### src/rtl/u16u8_pkg.sv
// shared types, codes and byte-forming functions for the utf-16 to utf-8 encoder
package u16u8_pkg;

  localparam int UNIT_W = 16;
  localparam int CP_W   = 21;
  localparam int BYTE_W = 8;
  localparam int QDEPTH = 2;

  localparam logic [BYTE_W-1:0] CH_BSLASH = 8'h5c;
  localparam logic [BYTE_W-1:0] CH_X      = 8'h78;
  localparam logic [BYTE_W-1:0] CH_QUOTE  = 8'h22;
  localparam logic [BYTE_W-1:0] CH_DEL    = 8'h7f;

  typedef enum logic [2:0] {
    KIND_ESC,
    KIND_ASCII,
    KIND_TWO,
    KIND_THREE,
    KIND_FOUR
  } pt_kind_t;

  // one unit of work for the byte serializer
  typedef struct packed {
    logic              pre3;
    logic [UNIT_W-1:0] pre_unit;
    logic              has_pt;
    pt_kind_t          kind;
    logic [CP_W-1:0]   cp;
  } job_t;

  function automatic pt_kind_t classify(input logic [CP_W-1:0] cp);
    pt_kind_t k;
    if (cp < 21'h20 || cp == 21'(CH_BSLASH) || cp == 21'(CH_QUOTE) || cp == 21'(CH_DEL)) begin
      k = KIND_ESC;
    end else if (cp < 21'h80) begin
      k = KIND_ASCII;
    end else if (cp < 21'h800) begin
      k = KIND_TWO;
    end else if (cp < 21'h10000) begin
      k = KIND_THREE;
    end else begin
      k = KIND_FOUR;
    end
    return k;
  endfunction

  function automatic logic [1:0] pt_last(input pt_kind_t k);
    logic [1:0] n;
    case (k)
      KIND_ESC:   n = 2'd3;
      KIND_ASCII: n = 2'd0;
      KIND_TWO:   n = 2'd1;
      KIND_THREE: n = 2'd2;
      KIND_FOUR:  n = 2'd3;
      default:    n = 2'd0;
    endcase
    return n;
  endfunction

  function automatic logic [BYTE_W-1:0] hex_digit(input logic [3:0] v);
    logic [BYTE_W-1:0] d;
    if (v < 4'd10) begin
      d = 8'h30 + {4'b0, v};
    end else begin
      d = 8'h57 + {4'b0, v};
    end
    return d;
  endfunction

  function automatic logic [BYTE_W-1:0] three_byte(input logic [UNIT_W-1:0] u,
                                                   input logic [1:0] idx);
    logic [BYTE_W-1:0] b;
    case (idx)
      2'd0:    b = {4'he, u[15:12]};
      2'd1:    b = {2'b10, u[11:6]};
      default: b = {2'b10, u[5:0]};
    endcase
    return b;
  endfunction

  function automatic logic [BYTE_W-1:0] pt_byte(input logic [CP_W-1:0] cp,
                                                input pt_kind_t k,
                                                input logic [1:0] idx);
    logic [BYTE_W-1:0] b;
    b = '0;
    case (k)
      KIND_ESC: begin
        case (idx)
          2'd0:    b = CH_BSLASH;
          2'd1:    b = CH_X;
          2'd2:    b = hex_digit(cp[7:4]);
          default: b = hex_digit(cp[3:0]);
        endcase
      end
      KIND_ASCII: b = cp[7:0];
      KIND_TWO: begin
        if (idx == 2'd0) begin
          b = {3'b110, cp[10:6]};
        end else begin
          b = {2'b10, cp[5:0]};
        end
      end
      KIND_THREE: b = three_byte(cp[15:0], idx);
      KIND_FOUR: begin
        case (idx)
          2'd0:    b = {5'b11110, cp[20:18]};
          2'd1:    b = {2'b10, cp[17:12]};
          2'd2:    b = {2'b10, cp[11:6]};
          default: b = {2'b10, cp[5:0]};
        endcase
      end
      default: b = '0;
    endcase
    return b;
  endfunction

endpackage

### src/rtl/utf16_to_utf8_escaping_encoder_core.sv
// utf-16 to utf-8 encoder with escaping of control, quote, backslash and delete units
// An item is one UTF-16 code unit (s_tlast marks the final unit of a string); it turns
// into zero to seven UTF-8 or escape bytes on the output, each a single item, with m_tlast
// on the last byte caused by that unit. A high surrogate that is not final is held and
// gives no bytes until the next unit arrives. Input items are taken every cycle while the
// two-entry job queue has room; the byte serializer emits one byte per cycle while a job
// is queued and the output is not stalled. A unit gives three bytes for a lone surrogate,
// four for a pair or an escape, seven for an unpaired held surrogate followed by an escape;
// the serializer sets the sustained rate; jobs pass the queue, then the output register.
module utf16_to_utf8_escaping_encoder_core (
  input  logic        clk,
  input  logic        rst,
  input  logic        s_tvalid,
  output logic        s_tready,
  input  logic [15:0] s_tdata,   // code_unit
  input  logic        s_tlast,
  output logic        m_tvalid,
  input  logic        m_tready,
  output logic [7:0]  m_tdata,   // out_byte
  output logic        m_tlast
);
  import u16u8_pkg::*;

  job_t push_job;
  job_t head_job;
  logic push;
  logic pop;
  logic q_not_empty;
  logic q_not_full;

  u16u8_front u_front (
    .clk      (clk),
    .rst      (rst),
    .in_valid (s_tvalid),
    .in_ready (s_tready),
    .in_unit  (s_tdata),
    .in_last  (s_tlast),
    .room     (q_not_full),
    .push     (push),
    .job      (push_job)
  );

  u16u8_queue u_queue (
    .clk       (clk),
    .rst       (rst),
    .push      (push),
    .wr_job    (push_job),
    .pop       (pop),
    .rd_job    (head_job),
    .not_empty (q_not_empty),
    .not_full  (q_not_full)
  );

  u16u8_back u_back (
    .clk        (clk),
    .rst        (rst),
    .head       (head_job),
    .head_valid (q_not_empty),
    .pop        (pop),
    .out_valid  (m_tvalid),
    .out_ready  (m_tready),
    .out_byte   (m_tdata),
    .out_last   (m_tlast)
  );

endmodule

### src/rtl/u16u8_front.sv
// front end: accepts code units, pairs surrogates and classifies the item into a job
module u16u8_front (
  input  logic                     clk,
  input  logic                     rst,
  input  logic                     in_valid,
  output logic                     in_ready,
  input  logic [u16u8_pkg::UNIT_W-1:0] in_unit,
  input  logic                     in_last,
  input  logic                     room,
  output logic                     push,
  output u16u8_pkg::job_t          job
);
  import u16u8_pkg::*;

  logic [UNIT_W-1:0] held_high;
  logic              held_valid;
  logic              is_high;
  logic              is_low;
  logic              accept;

  assign is_high  = (in_unit[15:10] == 6'b110110);
  assign is_low   = (in_unit[15:10] == 6'b110111);
  assign in_ready = room;
  assign accept   = in_valid && in_ready;

  always_comb begin
    job          = '0;
    job.pre_unit = held_high;
    if (held_valid && is_low) begin
      job.has_pt = 1'b1;
      job.kind   = KIND_FOUR;
      job.cp     = 21'h10000 + {1'b0, held_high[9:0], in_unit[9:0]};
    end else begin
      job.pre3 = held_valid;
      if (is_high && !in_last) begin
        job.has_pt = 1'b0;
      end else begin
        job.has_pt = 1'b1;
        job.cp     = {5'b0, in_unit};
        job.kind   = classify({5'b0, in_unit});
      end
    end
  end

  assign push = accept && (job.pre3 || job.has_pt);

  always_ff @(posedge clk) begin
    if (rst) begin
      held_valid <= 1'b0;
      held_high  <= '0;
    end else if (accept) begin
      if (is_high && !in_last && !(held_valid && is_low)) begin
        held_valid <= 1'b1;
        held_high  <= in_unit;
      end else begin
        held_valid <= 1'b0;
        held_high  <= '0;
      end
    end
  end

endmodule

### src/rtl/u16u8_queue.sv
// two-entry job queue between front end and byte serializer
module u16u8_queue (
  input  logic            clk,
  input  logic            rst,
  input  logic            push,
  input  u16u8_pkg::job_t wr_job,
  input  logic            pop,
  output u16u8_pkg::job_t rd_job,
  output logic            not_empty,
  output logic            not_full
);
  import u16u8_pkg::*;

  job_t       mem [QDEPTH];
  logic       wr_ptr;
  logic       rd_ptr;
  logic [1:0] count;

  assign not_empty = (count != 2'd0);
  assign not_full  = (count != 2'(QDEPTH));
  assign rd_job    = mem[rd_ptr];

  always_ff @(posedge clk) begin
    if (push) begin
      mem[wr_ptr] <= wr_job;
    end
  end

  always_ff @(posedge clk) begin
    if (rst) begin
      wr_ptr <= 1'b0;
      rd_ptr <= 1'b0;
      count  <= '0;
    end else begin
      if (push) begin
        wr_ptr <= ~wr_ptr;
      end
      if (pop) begin
        rd_ptr <= ~rd_ptr;
      end
      if (push && !pop) begin
        count <= count + 2'd1;
      end else if (pop && !push) begin
        count <= count - 2'd1;
      end
    end
  end

endmodule

### src/rtl/u16u8_back.sv
// back end: walks the head job into the output register one byte per cycle while not stalled
module u16u8_back (
  input  logic                         clk,
  input  logic                         rst,
  input  u16u8_pkg::job_t              head,
  input  logic                         head_valid,
  output logic                         pop,
  output logic                         out_valid,
  input  logic                         out_ready,
  output logic [u16u8_pkg::BYTE_W-1:0] out_byte,
  output logic                         out_last
);
  import u16u8_pkg::*;

  logic              seg_pt;
  logic [1:0]        idx;
  logic              in_pt;
  logic              done_job;
  logic              step;
  logic [BYTE_W-1:0] cur_byte;

  assign in_pt    = seg_pt || !head.pre3;
  assign cur_byte = in_pt ? pt_byte(head.cp, head.kind, idx) : three_byte(head.pre_unit, idx);
  assign done_job = in_pt ? (idx == pt_last(head.kind)) : (idx == 2'd2 && !head.has_pt);
  assign step     = head_valid && (!out_valid || out_ready);
  assign pop      = step && done_job;

  always_ff @(posedge clk) begin
    if (rst) begin
      out_valid <= 1'b0;
      out_byte  <= '0;
      out_last  <= 1'b0;
      seg_pt    <= 1'b0;
      idx       <= '0;
    end else if (step) begin
      out_valid <= 1'b1;
      out_byte  <= cur_byte;
      out_last  <= done_job;
      if (done_job) begin
        seg_pt <= 1'b0;
        idx    <= '0;
      end else if (!in_pt && idx == 2'd2) begin
        seg_pt <= 1'b1;
        idx    <= '0;
      end else begin
        idx <= idx + 2'd1;
      end
    end else if (out_ready) begin
      out_valid <= 1'b0;
    end
  end

endmodule

### config.mk
export PLATFORM = sky130hd
export DESIGN_NAME = utf16_to_utf8_escaping_encoder_core
export DESIGN_NICKNAME = d
export VERILOG_FILES = /design/src/rtl/u16u8_pkg.sv /design/src/rtl/utf16_to_utf8_escaping_encoder_core.sv /design/src/rtl/u16u8_front.sv /design/src/rtl/u16u8_queue.sv /design/src/rtl/u16u8_back.sv
export SDC_FILE = /design/constraint.sdc
export NUM_CORES = 1
export LEC_CHECK = 0
export BUFFER_PORTS_ARGS = -buffer_cell sky130_fd_sc_hd__buf_4
export CORE_MARGIN = 2
export CORE_UTILIZATION = 49
export CTS_CLUSTER_DIAMETER = 80
export DETAILED_ROUTE_END_ITERATION = 6
export GPL_ROUTABILITY_DRIVEN = 0
export PLACE_DENSITY = 0.7
export SLEW_MARGIN = 10
export SYNTH_ARGS = -nofsm -noshare
export SYNTH_HDL_FRONTEND = slang
export SYNTH_SLANG_ARGS = --single-unit
### constraint.sdc
create_clock -name clk -period 3.71 [get_ports clk]
set_input_delay 0.5565 -clock clk [delete_from_list [all_inputs] [get_ports clk]]
set_output_delay 0.5565 -clock clk [all_outputs]
set_load 0.01 [all_outputs]
==> impl_metrics.env <==
export IMPL_post_cts_setup_buffers=0
export IMPL_end_kind="register"
export IMPL_use_met1_pct=29.6
export IMPL_finalCritPeriodShare_pct=82.6
export IMPL_insertion_delay_ps=420
export IMPL_cts_tree="yes"
export IMPL_die_h_um=112
export IMPL_synth_flop_cell="edfxtp_1"
export IMPL_clk_path_buf_depth=2
export IMPL_slew_viol_final=0
export IMPL_grt_start_max_net_pins=43
export IMPL_fin_ws_ps=647
export IMPL_path_class="reg -> reg"
export IMPL_setup_tns_ps=0
export IMPL_ant_nets=0
export IMPL_vdd_drop_max_uv=316
export IMPL_dr_pass1_iters=5
export IMPL_drt_iter0_drc=378
export IMPL_cp_slowest_cell="dfxtp_2"
export IMPL_synth_distinct_cells=67
export IMPL_fin_util_pct=57.4
export IMPL_mostFrequentLayoutCells="edfxtp_1, buf_4, nand2_1"
export IMPL_r2r_slack_ps=650
export IMPL_gr_total_overflow=0
export IMPL_finalNetCount=558
export IMPL_fmax_ghz=0.327
export IMPL_avgSynthCellArea_sq_um=11.5
export IMPL_holdPathEnd="u_front.held_high[7]"
export IMPL_cts_hold_fix_buffers=0
export IMPL_cp_required_ps=4060
export IMPL_via_count=4315
export IMPL_use_met3_pct=6.37
export IMPL_finalPower_mw=4.64
export IMPL_final_area_sq_mm=0.00655
export IMPL_synth_seq_area_share_pct=56.4
export IMPL_clk_pin_slew_worst_paths_ps=50
export IMPL_yosysTopAreaCell="edfxtp_1"
export IMPL_layout_commonest_cell="edfxtp_1"
export IMPL_routed_via_density=6.26
export IMPL_synthesis_area_sq_mm=0.00572
export IMPL_ys_ff_latch=119
export IMPL_die_area_sq_mm=0.0125
export IMPL_dp_worst_setup_slack_ps=707
export IMPL_cts_htree_levels=4
export IMPL_area_delta_synth_final_pct=14.7
export IMPL_cts_resized_gates=0
export IMPL_diodes=0
export IMPL_design_core_area_sq_mm=0.0114
export IMPL_reg2reg_depth=9
export IMPL_die_w_um=112
export IMPL_cts_buffers=17
export IMPL_cts_num_sinks=119
export IMPL_min_period_ps=3060
export IMPL_yosys_top_cells_area="edfxtp_1, dfxtp_1, mux2i_1"
export IMPL_grt_pass1_vias=4074
export IMPL_grt_met2_usage_pct=35.5
export IMPL_cp_slowest_stage_delay_ps=660
export IMPL_start_util_pct=50.1
export IMPL_drive_gt1_share_pct=17.4
export IMPL_pin_count=32
export IMPL_track_usage_pct=22.9
export IMPL_finalSetupViolations=0
export IMPL_r2r_end="u_queue.count[1]"
export IMPL_antenna_found_initial=0
export IMPL_tightestPinTransition_ps=1020
export IMPL_rows=39
export IMPL_portBuffers=31
export IMPL_wl_per_cell_um=20.3
export IMPL_synth_net_count=524
export IMPL_worstPathMaxFanout=22
export IMPL_hold_viol_final=0
export IMPL_status="finished clean"
export IMPL_worstPathArrival_ps=3410
export IMPL_max_slew_margin_rel_pct=31.7
export IMPL_cts_root_buf="clkbuf_16"
export IMPL_startpoint_type="register"
export IMPL_synth_top_area_share_pct=44.1
export IMPL_cp_cell_sequence="mux2i_1, and2_0, a22o_1, a32oi_1, o21ai_2, inv_1, ha_1, or3_1, a21oi_1"
export IMPL_syn_inst=499
export IMPL_p_leak_nw=2.26
export IMPL_synth_edff_count=84
export IMPL_rsz0062_at_grt="false"
export IMPL_fin_skew_ps=9.49
export IMPL_place_area_sq_mm=0.00605
export IMPL_drc_errors=0
export IMPL_grt_first_pass_wirelength_um=21700
export IMPL_hp_class="in -> reg"
export IMPL_ys_warn_count=0
export IMPL_hold_path_depth=3
export IMPL_p_per_area_mw_per_mm2=707
export IMPL_synthArstFlopShare_pct=0
export IMPL_worstHoldStart="s_tdata[7]"
export IMPL_dpl_hpwl_um=9610
export IMPL_max_cap_violations=0
export IMPL_gr_max_usage_layer="met2"
export IMPL_postRouteWirelength_um=14000
## layout make-up
type,instances,area (sq um)
Clock buffer,25,465
Tap cell,143,179
Clock inverter,7,33.8
Timing Repair Buffer,42,315
Inverter,10,37.5
Fill cell,948,4860
Sequential cell,119,3220
Multi-Input combinational cell,343,2300
## report_power, final
group	internal [mW]	leakage, nW	total [mW]	switching [mW]
registers	1.67	1.07	1.81	0.140
clock network	0.857	0.250	1.40	0.540
logic	0.561	0.942	1.43	0.871
total	3.08	2.26	4.64	1.55
## state kept, by name, summed over array words and instances (netlist names), named ones only
register and cells:
u_front.held_high 16, u_back.seg_pt 1, u_queue.mem 84, u_back.out_valid 1, u_queue.count 2, u_queue.wr_ptr 1, u_back.idx 2, u_queue.rd_ptr 1
u_back.out_byte 8, u_front.held_valid 1, u_back.out_last 1
## critical path, delay by kind of cell, from the launching register on
family | cells | cell delay [ps]
flops | 1 | 660
buf+inv | 1 | 90
compound gates | 4 | 690
simple gates | 2 | 710
fa+ha+maj | 1 | 330
mux | 1 | 500
## worst max path at each step
stage	startpoint	endpoint	slack [ps]	cells past startpoint
6_report	register	u_queue.count[1]	650	9
5_1_grt	register	u_queue.count[1]	430	9
4_1_cts	register	u_queue.count[1]	680	9
3_5_place_dp	register	u_queue.count[1]	710	9
3_3_place_gp	register	u_queue.count[1]	810	9
2_1_floorplan	s_tdata[12]	u_queue.mem[0][0]	390	6
## Yosys cell counts (all sizes together), types with 5 or more instances
cell    count
edfxtp     84
nand2      39
nor2       38
dfxtp      35
a21oi      34
mux2i      32
nand3      25
clkbuf     20
o21ai      19
and2       15
mux2       13
a31oi      10
inv        10
a211oi      9
nor3        9
o22ai       8
buf         7
a221oi      5
nand2b      5
nor2b       5
nor3b       5
xor2        5
## stage by stage
stage,cells,hold slack [ps]
floorplan,499,418
global placement,657,433
detailed placement,657,440
CTS,689,422
global route,689,440
finish,689,434
## per-layer routing
layer  part of all wire, %  wire (um)
met5                     0          0
met4                   2.4        337
met3                   8.2       1150
met2                    47       6540
met1                    43       5960
## kinds of logic after synthesis
logic type / count (synthesis) / synth area share (%)
XOR/XNOR: 8 / 1.23
AO/OA/AOI/OAI: 115 / 13.2
AND/OR/NAND/NOR: 167 / 14.8
buffers and inverters: 37 / 3.55
adder cells (fa/ha/maj): 4 / 0.876
flip-flops: 119 / 56.4
multiplexers: 49 / 9.87
Note: power is estimated with default switching activity, not from simulation.
